[src/sv/rimau_pkg.sv]
// Package of the rotation address unit: sizes, register indexes and the configuration type.
// Depends on nothing.
package rimau_pkg;

    localparam int MAX_DIM  = 4096;
    localparam int DIM_W    = 13;
    localparam int COORD_W  = 12;
    localparam int ANGLE_W  = 16;
    localparam int CADDR_W  = 3;
    localparam int INDEX_W  = 24;
    localparam int CTR_W    = 14;
    localparam int PROD_W   = 30;
    localparam int SUM_W    = 31;
    localparam int FRAC_W   = 14;
    localparam int ROT_W    = SUM_W - FRAC_W;
    localparam int SRC_W    = ROT_W + 1;
    localparam int N_STAGES = 7;

    localparam logic [CADDR_W-1:0] REG_COS   = 3'd0;
    localparam logic [CADDR_W-1:0] REG_SIN   = 3'd1;
    localparam logic [CADDR_W-1:0] REG_SRC_W = 3'd2;
    localparam logic [CADDR_W-1:0] REG_SRC_H = 3'd3;
    localparam logic [CADDR_W-1:0] REG_DST_W = 3'd4;
    localparam logic [CADDR_W-1:0] REG_DST_H = 3'd5;

    typedef struct packed {
        logic signed [ANGLE_W-1:0] cos_v;
        logic signed [ANGLE_W-1:0] sin_v;
        logic [DIM_W-1:0]          src_w;
        logic [DIM_W-1:0]          src_h;
        logic [DIM_W-1:0]          dst_w;
        logic [DIM_W-1:0]          dst_h;
    } t_cfg;

    function automatic logic [DIM_W-1:0] sat_dim(input logic [DIM_W-1:0] v);
        if (v > DIM_W'(MAX_DIM)) begin
            return DIM_W'(MAX_DIM);
        end
        return v;
    endfunction

endpackage

[src/sv/rimau_center.sv]
// First pipeline stage: centers the destination coordinate on the destination frame.
// Depends on rimau_pkg.
module rimau_center (
    input  logic                              i_clk,
    input  logic                              i_en,
    input  rimau_pkg::t_cfg                   i_cfg,
    input  logic [rimau_pkg::COORD_W-1:0]     i_dst_col,
    input  logic [rimau_pkg::COORD_W-1:0]     i_dst_row,
    output logic signed [rimau_pkg::CTR_W-1:0] o_xc,
    output logic signed [rimau_pkg::CTR_W-1:0] o_yc
);
    import rimau_pkg::*;

    logic signed [CTR_W-1:0] r_xc;
    logic signed [CTR_W-1:0] r_yc;
    logic signed [CTR_W-1:0] n_xc;
    logic signed [CTR_W-1:0] n_yc;

    always_comb begin
        n_xc = $signed({2'b00, i_dst_col}) - $signed({2'b00, i_cfg.dst_w[DIM_W-1:1]});
        n_yc = $signed({2'b00, i_dst_row}) - $signed({2'b00, i_cfg.dst_h[DIM_W-1:1]});
    end

    always_ff @(posedge i_clk) begin
        if (i_en) begin
            r_xc <= n_xc;
            r_yc <= n_yc;
        end
    end

    assign o_xc = r_xc;
    assign o_yc = r_yc;

endmodule

[src/sv/rimau_rotate.sv]
// Stages two to four: the four angle products, their sums, and the Q1.14 scaling
// with truncation toward zero. Depends on rimau_pkg.
module rimau_rotate (
    input  logic                               i_clk,
    input  logic [2:0]                         i_en,
    input  rimau_pkg::t_cfg                    i_cfg,
    input  logic signed [rimau_pkg::CTR_W-1:0] i_xc,
    input  logic signed [rimau_pkg::CTR_W-1:0] i_yc,
    output logic signed [rimau_pkg::ROT_W-1:0] o_xs,
    output logic signed [rimau_pkg::ROT_W-1:0] o_ys
);
    import rimau_pkg::*;

    logic signed [PROD_W-1:0] r_xc_cos;
    logic signed [PROD_W-1:0] r_yc_sin;
    logic signed [PROD_W-1:0] r_yc_cos;
    logic signed [PROD_W-1:0] r_xc_sin;
    logic signed [SUM_W-1:0]  r_sum_x;
    logic signed [SUM_W-1:0]  r_sum_y;
    logic signed [ROT_W-1:0]  r_xs;
    logic signed [ROT_W-1:0]  r_ys;
    logic signed [SUM_W-1:0]  n_adj_x;
    logic signed [SUM_W-1:0]  n_adj_y;

    localparam logic signed [SUM_W-1:0] ROUND_BIAS = SUM_W'((1 << FRAC_W) - 1);

    always_comb begin
        n_adj_x = r_sum_x + (r_sum_x[SUM_W-1] ? ROUND_BIAS : '0);
        n_adj_y = r_sum_y + (r_sum_y[SUM_W-1] ? ROUND_BIAS : '0);
    end

    always_ff @(posedge i_clk) begin
        if (i_en[0]) begin
            r_xc_cos <= PROD_W'(i_xc) * PROD_W'($signed(i_cfg.cos_v));
            r_yc_sin <= PROD_W'(i_yc) * PROD_W'($signed(i_cfg.sin_v));
            r_yc_cos <= PROD_W'(i_yc) * PROD_W'($signed(i_cfg.cos_v));
            r_xc_sin <= PROD_W'(i_xc) * PROD_W'($signed(i_cfg.sin_v));
        end
        if (i_en[1]) begin
            r_sum_x <= SUM_W'(r_xc_cos) + SUM_W'(r_yc_sin);
            r_sum_y <= SUM_W'(r_yc_cos) - SUM_W'(r_xc_sin);
        end
        if (i_en[2]) begin
            r_xs <= n_adj_x[SUM_W-1:FRAC_W];
            r_ys <= n_adj_y[SUM_W-1:FRAC_W];
        end
    end

    assign o_xs = r_xs;
    assign o_ys = r_ys;

endmodule

[src/sv/rimau_locate.sv]
// Stages five to seven: source position, frame test, and the linear source index.
// Depends on rimau_pkg.
module rimau_locate (
    input  logic                               i_clk,
    input  logic [2:0]                         i_en,
    input  rimau_pkg::t_cfg                    i_cfg,
    input  logic signed [rimau_pkg::ROT_W-1:0] i_xs,
    input  logic signed [rimau_pkg::ROT_W-1:0] i_ys,
    output logic [rimau_pkg::INDEX_W-1:0]      o_src_index,
    output logic                               o_in_image
);
    import rimau_pkg::*;

    logic signed [SRC_W-1:0]  r_sx;
    logic signed [SRC_W-1:0]  r_sy;
    logic                     r_inside;
    logic [2*DIM_W-1:0]       r_prod;
    logic [DIM_W-1:0]         r_sx_lo;
    logic [INDEX_W-1:0]       r_index;
    logic                     r_in_image;
    logic                     n_inside;
    logic [2*DIM_W-1:0]       n_sum;

    always_comb begin
        n_inside = !r_sx[SRC_W-1] && (r_sx[SRC_W-2:0] < (SRC_W-1)'(i_cfg.src_w)) &&
                   !r_sy[SRC_W-1] && (r_sy[SRC_W-2:0] < (SRC_W-1)'(i_cfg.src_h));
        n_sum    = r_prod + (2*DIM_W)'(r_sx_lo);
    end

    always_ff @(posedge i_clk) begin
        if (i_en[0]) begin
            r_sx <= SRC_W'(i_xs) + $signed({(SRC_W-DIM_W+1)'(0), i_cfg.src_w[DIM_W-1:1]});
            r_sy <= SRC_W'(i_ys) + $signed({(SRC_W-DIM_W+1)'(0), i_cfg.src_h[DIM_W-1:1]});
        end
        if (i_en[1]) begin
            r_inside <= n_inside;
            r_prod   <= (2*DIM_W)'(r_sy[DIM_W-1:0]) * (2*DIM_W)'(i_cfg.src_w);
            r_sx_lo  <= r_sx[DIM_W-1:0];
        end
        if (i_en[2]) begin
            r_index    <= r_inside ? n_sum[INDEX_W-1:0] : '0;
            r_in_image <= r_inside;
        end
    end

    assign o_src_index = r_index;
    assign o_in_image  = r_in_image;

endmodule

[src/sv/rotate_inverse_map_address_unit.sv]
// Inverse-mapping address unit for nearest-neighbor image rotation. Each transaction carries
// one destination pixel; the result is the linear source index and an inside-frame flag.
// The unit takes one transaction per clock while no stall at the output holds it back. The
// seven register stages are centering, the four angle multipliers, the two sums, the
// Q1.14 scaling, the source offset, the frame test with the row multiplier, and the index
// add. Each stage holds its own valid bit, so a stall at the output fills empty stages
// before input is held. Depends on rimau_pkg and the three stage modules.
module rotate_inverse_map_address_unit (
    input  logic                          i_clk,
    input  logic                          i_rst_n,
    input  logic                          i_cfg_we,
    input  logic [rimau_pkg::CADDR_W-1:0] i_cfg_addr,
    input  logic [rimau_pkg::ANGLE_W-1:0] i_cfg_wdata,
    input  logic                          i_in_valid,
    output logic                          o_in_ready,
    input  logic [rimau_pkg::COORD_W-1:0] i_dst_col,
    input  logic [rimau_pkg::COORD_W-1:0] i_dst_row,
    output logic                          o_out_valid,
    input  logic                          i_out_ready,
    output logic [rimau_pkg::INDEX_W-1:0] o_src_index,
    output logic                          o_in_image
);
    import rimau_pkg::*;

    t_cfg                  r_cfg;
    logic [N_STAGES-1:0]   r_vld;
    logic [N_STAGES-1:0]   n_en;
    logic signed [CTR_W-1:0] w_xc;
    logic signed [CTR_W-1:0] w_yc;
    logic signed [ROT_W-1:0] w_xs;
    logic signed [ROT_W-1:0] w_ys;

    always_comb begin
        n_en[N_STAGES-1] = !r_vld[N_STAGES-1] || i_out_ready;
        for (int k = N_STAGES - 2; k >= 0; k--) begin
            n_en[k] = !r_vld[k] || n_en[k+1];
        end
    end

    always_ff @(posedge i_clk) begin
        if (!i_rst_n) begin
            r_vld       <= '0;
            r_cfg.cos_v <= ANGLE_W'(16384);
            r_cfg.sin_v <= '0;
            r_cfg.src_w <= DIM_W'(1024);
            r_cfg.src_h <= DIM_W'(1024);
            r_cfg.dst_w <= DIM_W'(1024);
            r_cfg.dst_h <= DIM_W'(1024);
        end else begin
            if (n_en[0]) begin
                r_vld[0] <= i_in_valid;
            end
            for (int k = 1; k < N_STAGES; k++) begin
                if (n_en[k]) begin
                    r_vld[k] <= r_vld[k-1];
                end
            end
            if (i_cfg_we) begin
                case (i_cfg_addr)
                    REG_COS:   r_cfg.cos_v <= i_cfg_wdata;
                    REG_SIN:   r_cfg.sin_v <= i_cfg_wdata;
                    REG_SRC_W: r_cfg.src_w <= sat_dim(i_cfg_wdata[DIM_W-1:0]);
                    REG_SRC_H: r_cfg.src_h <= sat_dim(i_cfg_wdata[DIM_W-1:0]);
                    REG_DST_W: r_cfg.dst_w <= sat_dim(i_cfg_wdata[DIM_W-1:0]);
                    REG_DST_H: r_cfg.dst_h <= sat_dim(i_cfg_wdata[DIM_W-1:0]);
                    default: begin
                    end
                endcase
            end
        end
    end

    rimau_center u_center (
        .i_clk     (i_clk),
        .i_en      (n_en[0]),
        .i_cfg     (r_cfg),
        .i_dst_col (i_dst_col),
        .i_dst_row (i_dst_row),
        .o_xc      (w_xc),
        .o_yc      (w_yc)
    );

    rimau_rotate u_rotate (
        .i_clk (i_clk),
        .i_en  (n_en[3:1]),
        .i_cfg (r_cfg),
        .i_xc  (w_xc),
        .i_yc  (w_yc),
        .o_xs  (w_xs),
        .o_ys  (w_ys)
    );

    rimau_locate u_locate (
        .i_clk       (i_clk),
        .i_en        (n_en[6:4]),
        .i_cfg       (r_cfg),
        .i_xs        (w_xs),
        .i_ys        (w_ys),
        .o_src_index (o_src_index),
        .o_in_image  (o_in_image)
    );

    assign o_in_ready  = n_en[0];
    assign o_out_valid = r_vld[N_STAGES-1];

endmodule

[config.mk]
export PLATFORM = sky130hd
export DESIGN_NAME = rotate_inverse_map_address_unit
export DESIGN_NICKNAME = d
export VERILOG_FILES = /design/src/sv/rimau_pkg.sv /design/src/sv/rimau_center.sv /design/src/sv/rimau_rotate.sv /design/src/sv/rimau_locate.sv /design/src/sv/rotate_inverse_map_address_unit.sv
export SDC_FILE = /design/constraint.sdc
export NUM_CORES = 2
export LEC_CHECK = 0
export BUFFER_PORTS_ARGS = -buffer_cell sky130_fd_sc_hd__buf_2
export CAP_MARGIN = 15
export CORE_ASPECT_RATIO = 1.4
export CORE_MARGIN = 2
export CORE_UTILIZATION = 33
export DETAILED_ROUTE_END_ITERATION = 6
export GPL_ROUTABILITY_DRIVEN = 0
export PLACE_DENSITY = 0.54
export REMOVE_ABC_BUFFERS = 1
export SETUP_SLACK_MARGIN = 0.1
export SLEW_MARGIN = 20
export SYNTH_ARGS = -nofsm -noshare
export SYNTH_HDL_FRONTEND = slang
export SYNTH_SLANG_ARGS = --single-unit
[constraint.sdc]
create_clock -name i_clk -period 6.7 [get_ports i_clk]
set_clock_uncertainty 0.1 [all_clocks]
set_input_delay 0.335 -clock i_clk [delete_from_list [all_inputs] [get_ports i_clk]]
set_output_delay 0.335 -clock i_clk [all_outputs]
set_load 0.05 [all_outputs]
Word-level counts from Yosys, hierarchy flattened
Index checks and enable logic that the tools add are counted.
{"block": "op_classes", "n_reduce_logical": 26, "n_eq_ne": 5, "n_mux": 20, "multipliers": 5, "n_addsub": 9, "order_cmp": 3}
{"operator": "13-bit by 16-bit multiplier with 29-bit output", "n": 4}
{"operator": "13-bit two-way mux", "n": 5}
{"operator": "31-bit adder", "n": 2}
{"operator": "17-bit by 13-bit adder with 18-bit output", "n": 2}
{"operator": "17-bit by 13-bit < comparator with 1-bit output", "n": 2}
{"operator": "30-bit by 30-bit adder with 31-bit output", "n": 1}
{"operator": "30-bit by 30-bit subtractor with 31-bit output", "n": 1}
{"operator": "14-bit two-way mux", "n": 2}
{"operator": "12-bit by 12-bit subtractor with 13-bit output", "n": 2}
{"operator": "24-bit by 13-bit adder with 24-bit output", "n": 1}
{"operator": "13-bit by 13-bit multiplier with 24-bit output", "n": 1}
{"operator": "13-bit > comparator (second input constant)", "n": 1}
{"operator": "1-bit two-way mux", "n": 13}
{"operator": "2-bit AND reduction", "n": 6}
{"operator": "1-bit zero test", "n": 9}
{"operator": "1-bit logical OR", "n": 7}
{"operator": "3-bit by 2-bit equality test with 1-bit output (second input constant)", "n": 2}
{"operator": "3-bit equality test (second input constant)", "n": 2}
{"operator": "3-bit by 1-bit equality test with 1-bit output (second input constant)", "n": 1}
{"operator": "1-bit logical AND", "n": 3}
{"operator": "3-bit zero test", "n": 1}
{"block": "word_totals", "elab_cells": 98, "input_bits": 48, "out_inout_bits": 27, "reg_bits": 432}

Logic depth before layout (Yosys ltp)
{"block": "depth", "ltp_word": 8, "mapped_depth": 24}

Cells and area by module
From an unflattened synthesis, not the netlist that was laid out.
{"block": "unflattened", "cells_unflattened": 6379, "hier_area_um2": 61272.5}
{"mod": "rimau_rotate", "seq_area_each_um2": 6486.2, "n_inst": 1, "cells_each": 4627, "area_each_um2": 44632.8}
{"mod": "rimau_locate", "seq_area_each_um2": 2972.9, "n_inst": 1, "cells_each": 1144, "area_each_um2": 11133.2}
{"mod": "rotate_inverse_map_address_unit", "seq_area_each_um2": 1821.7, "n_inst": 1, "cells_each": 405, "area_each_um2": 3473.3}
{"mod": "rimau_center", "seq_area_each_um2": 780.7, "n_inst": 1, "cells_each": 203, "area_each_um2": 2033.2}

Least setup slack after synthesis
OpenSTA, ideal clock, no wires.
{"block": "synth_timing", "path_kind": "register to register", "from": "register r_cfg[83] in the netlist's numbering", "to": "register u_rotate.r_yc_cos[28], data pin", "path_buffers": 2, "slack_ns": 0.405, "t_arrival_ns": 5.937, "t_required_ns": 6.342, "period_less_slack_ns": 6.295, "setup_time_ns": 0.258, "path_stages_with_launch": 21, "path_cell_list": "dfxtp_1 clkbuf_1 clkbuf_1 nand2_1 fa_1 fa_1 fa_1 inv_1 fa_1 inv_1 fa_1 inv_1 ha_1 ha_1 a21oi_1 or3b_2 o211a_1 a31o_1 o21a_1 a311o_1 xnor2_1"}
{"block": "synth_between", "elab_chain_cells": 1}
{"item": "from (decl)", "line_no": "rotate_inverse_map_address_unit.sv:25", "text": "t_cfg r_cfg;"}
{"item": "13-bit by 16-bit multiplier with 29-bit output", "line_no": "rimau_rotate.sv:36", "text": "r_yc_cos <= PROD_W'(i_yc) * PROD_W'($signed(i_cfg.cos_v));"}
{"item": "to (signal assigned)", "line_no": "rimau_rotate.sv:36"}
{"item": "to (decl)", "line_no": "rimau_rotate.sv:16", "text": "logic signed [PROD_W-1:0] r_yc_cos;"}
No other way between the ends.
A chain may end at the register's enable or synchronous reset.

Final worst setup path
{"block": "layout_timing", "from": "register r_cfg[73] in the netlist's numbering", "to": "register u_rotate.r_yc_cos[28], data pin"}
Same word-level chain as after synthesis.

==> run metrics <==
final setup TNS=0 ps; async set or reset register ratio after synthesis=0%; final hold vios=0; cts bufs inserted=47; flops & latches, synth=426; first-pass GRT wire length=234000 microns; mapped cell area=0.0561 sq mm; fraction of layout cells with a size suffix above 1=6.19%; PD cells=241 mW/mm^2; core box area=0.169 sq mm; Cells after DPL=8022; status=finished clean; max cap viols=0; largest family of logic cells by synthesized area=adder cells; worst endpoint data arrival time=6660 ps; Synth Area in XOR/XNOR=4.28%; Placed Area=0.0600 sq mm; Clock transition at path regs=70 ps; Hold Crit Class=primary input to flop; post-layout min period=6400 ps; Worst-Margin Slew=1030 ps; commonest non-fill, non-tap cell in the layout=inv_1; setup slack, reg-to-reg=300 ps; initial antenna violation count=7; num ports=75; # fillers=17119; DRC=0; pre-CTS WS=123 ps; Area Overhead vs Synth=10.3%; post-route cell area=0.0618 sq mm; Final Slew Violations=0; DIE AREA=0.173 sq mm; ANT nets after route=0; routed wire length=146000 microns; hpwl dp=120000 microns; Port Buffers=74; Avg WL per Cell=18.0 microns; cells after synthesis=5733; Ys Warns=0; RSZ-0062 raised after global routing=true; static leakage=0.0295 uW; final worst slack=298 ps; H-tree lvl count=2; endpoints failing setup=0; crit-path max FO=9; Vias/cell=4.79; initial core utilization=33.1%; nets@finish=7322; Worst EP required=6960 ps; Detailed Routing Iterations Pass 1=5; Clock Path Buffers=3; CTS Root Cell=clkbuf_16; Startpoint Class=flop; initial drt markers=1828; post-synth cell types=72; WHS=127 ps; peak supply drop=0.163 mV; most frequent cells in the layout=inv_1 (1049), fa_1 (906), nand2_1 (796), ha_1 (523), and2_1 (444); clock latency at the later pin of the worst-skew pair=630 ps; Total GRT Usage=17.3%; Worst Setup End Kind=flop; Non-Filler Instances=8142; CTS tree=done; Post-synth EDFFs=337; largest net degree at the start of global routing=90; Site Rows=179; chip height=492 microns; top_reg_cell synth=edfxtp_1; period utilization=95.5%; GRT overflow=0; register area share after synthesis=21.2%; number of global-route vias before repair=42098; post-synthesis mux area share=0.0357%; # diodes=0; Post-Syn Area per Cell=9.78 sq um; total number of vias=39013; CTS Sinks=426; Max-slew headroom=30.7%; Die W=352 microns; post-synthesis adder-cell area fraction=44.0%; crit path kind=flop to flop; Max Freq=0.156 GHz; Post-Synth Simple-Gate Area=14.7%; post-synthesis compound-gate area fraction=7.23%
cell type report:
cell class / count / area, sq um / area share (%)
clock inverter: 27 / 216 / 0.350
sequential: 426 / 11900 / 19.3
tap: 2262 / 2830 / 4.58
clock buffer: 58 / 1290 / 2.09
timing repair buffer: 275 / 2160 / 3.49
inverter: 1052 / 3950 / 6.39
multi-input combinational: 4042 / 39500 / 63.8
metrics by stage:
step / utilization (%) / power [uW]
final: 36.5 / 14900
after global placement: 35.4 / 12200
after global routing: 36.5 / 16200
after floorplan: - / 9740
after detailed placement: 35.4 / 12300
after CTS: 36.4 / 15100
worst max-delay path: stages (launching register included):
cell and delay [ps]:
dfxtp_1 490, buf_4 270, and2_1 160, fa_1 550, inv_1 60, fa_1 520
inv_1 60, fa_1 490, fa_1 430, fa_1 510, fa_1 420, ha_1 340
buf_4 160, o31ai_2 50, buf_4 170, a31oi_1 150, o211a_1 260, a31o_1 230
o21a_1 190, a311o_1 370, xnor2_1 130
final timing paths:
check	start	end	cells after the start
max	r_cfg[73]	u_rotate.r_yc_cos[28]	20
min reg2reg	u_locate.r_sx[1]	u_locate.r_sx_lo[1]	0
max reg2reg	r_cfg[73]	u_rotate.r_yc_cos[28]	20
min	i_dst_col[11]	u_center.o_xc[11]	3
layer usage:
layer | track usage [%] | part of all wire (%) | vias to the layer above
met1 | 19.8 | 39 | 19786
met2 | 32.3 | 53 | 802
met3 | 1.68 | 3.6 | 271
met5 | 0 | 0.015 | -
met4 | 7.91 | 5.1 | 4
li1 | - | - | 18150
power by group:
group,internal [uW],switching [uW]
clock network,1480,1160
logic,3200,4290
registers,4020,759
total,8700,6220
cells by family (layout without fill, tap and decap cells):
| kind of cell | after synthesis | after routing |
|---|---|---|
| AND/OR/NAND/NOR | 1728 | 1728 |
| buffers and inverters | 1265 | 1412 |
| XOR/XNOR | 274 | 274 |
| AO/OA/AOI/OAI | 608 | 608 |
| multiplexers | 2 | 2 |
| adder cells (fa/ha/maj) | 1430 | 1430 |
| flip-flops | 426 | 426 |
state kept, by name, indices dropped and copies added (netlist names):
| register | cells |
|---|---|
| r_vld | 7 |
| u_locate.r_sy | 18 |
| u_rotate.r_sum_y | 31 |
| u_rotate.r_xc_cos | 29 |
| u_rotate.r_yc_cos | 29 |
| u_locate.r_inside | 1 |
| u_rotate.o_xs | 17 |
| u_center.o_yc | 13 |
| u_rotate.o_ys | 17 |
| u_rotate.r_xc_sin | 29 |
| r_cfg | 82 |
| u_locate.r_prod | 24 |
| u_locate.o_in_image | 1 |
| u_locate.r_sx | 18 |
| u_locate.o_src_index | 24 |
| u_rotate.r_yc_sin | 29 |
| u_center.o_xc | 13 |
| u_rotate.r_sum_x | 31 |
| u_locate.r_sx_lo | 13 |
repair_timing:
item	CTS	global route
setup endpoints to repair	0	25
buffers inserted	0	18
gates resized for setup	0	21
hold endpoints to repair	33	0
hold buffers	17	0
synth_stat cells (24+ instances only):
| cell | count | share of area (%) |
|---|---|---|
| o21bai_1 | 24 | 0.32 |
| clkbuf_1 | 210 | 1.4 |
| o21ai_0 | 74 | 0.66 |
| nand2b_1 | 52 | 0.58 |
| a21boi_0 | 60 | 0.80 |
| nor3_1 | 40 | 0.36 |
| and2_1 | 444 | 5.0 |
| a21o_1 | 66 | 0.88 |
| o21ai_1 | 31 | 0.28 |
| and3_1 | 31 | 0.35 |
| fa_1 | 907 | 32 |
| a21boi_1 | 35 | 0.47 |
| inv_1 | 1051 | 7.0 |
| dfxtp_1 | 89 | 3.2 |
| nand2_1 | 798 | 5.3 |
| a21oi_1 | 146 | 1.3 |
| nand3_1 | 50 | 0.45 |
| nor2_1 | 192 | 1.3 |
| xor2_1 | 58 | 0.91 |
| o21a_1 | 41 | 0.55 |
| ha_1 | 523 | 12 |
| nor2b_1 | 58 | 0.65 |
| xnor2_1 | 216 | 3.4 |
| edfxtp_1 | 337 | 18 |
Power figures use the tool's default switching activity.
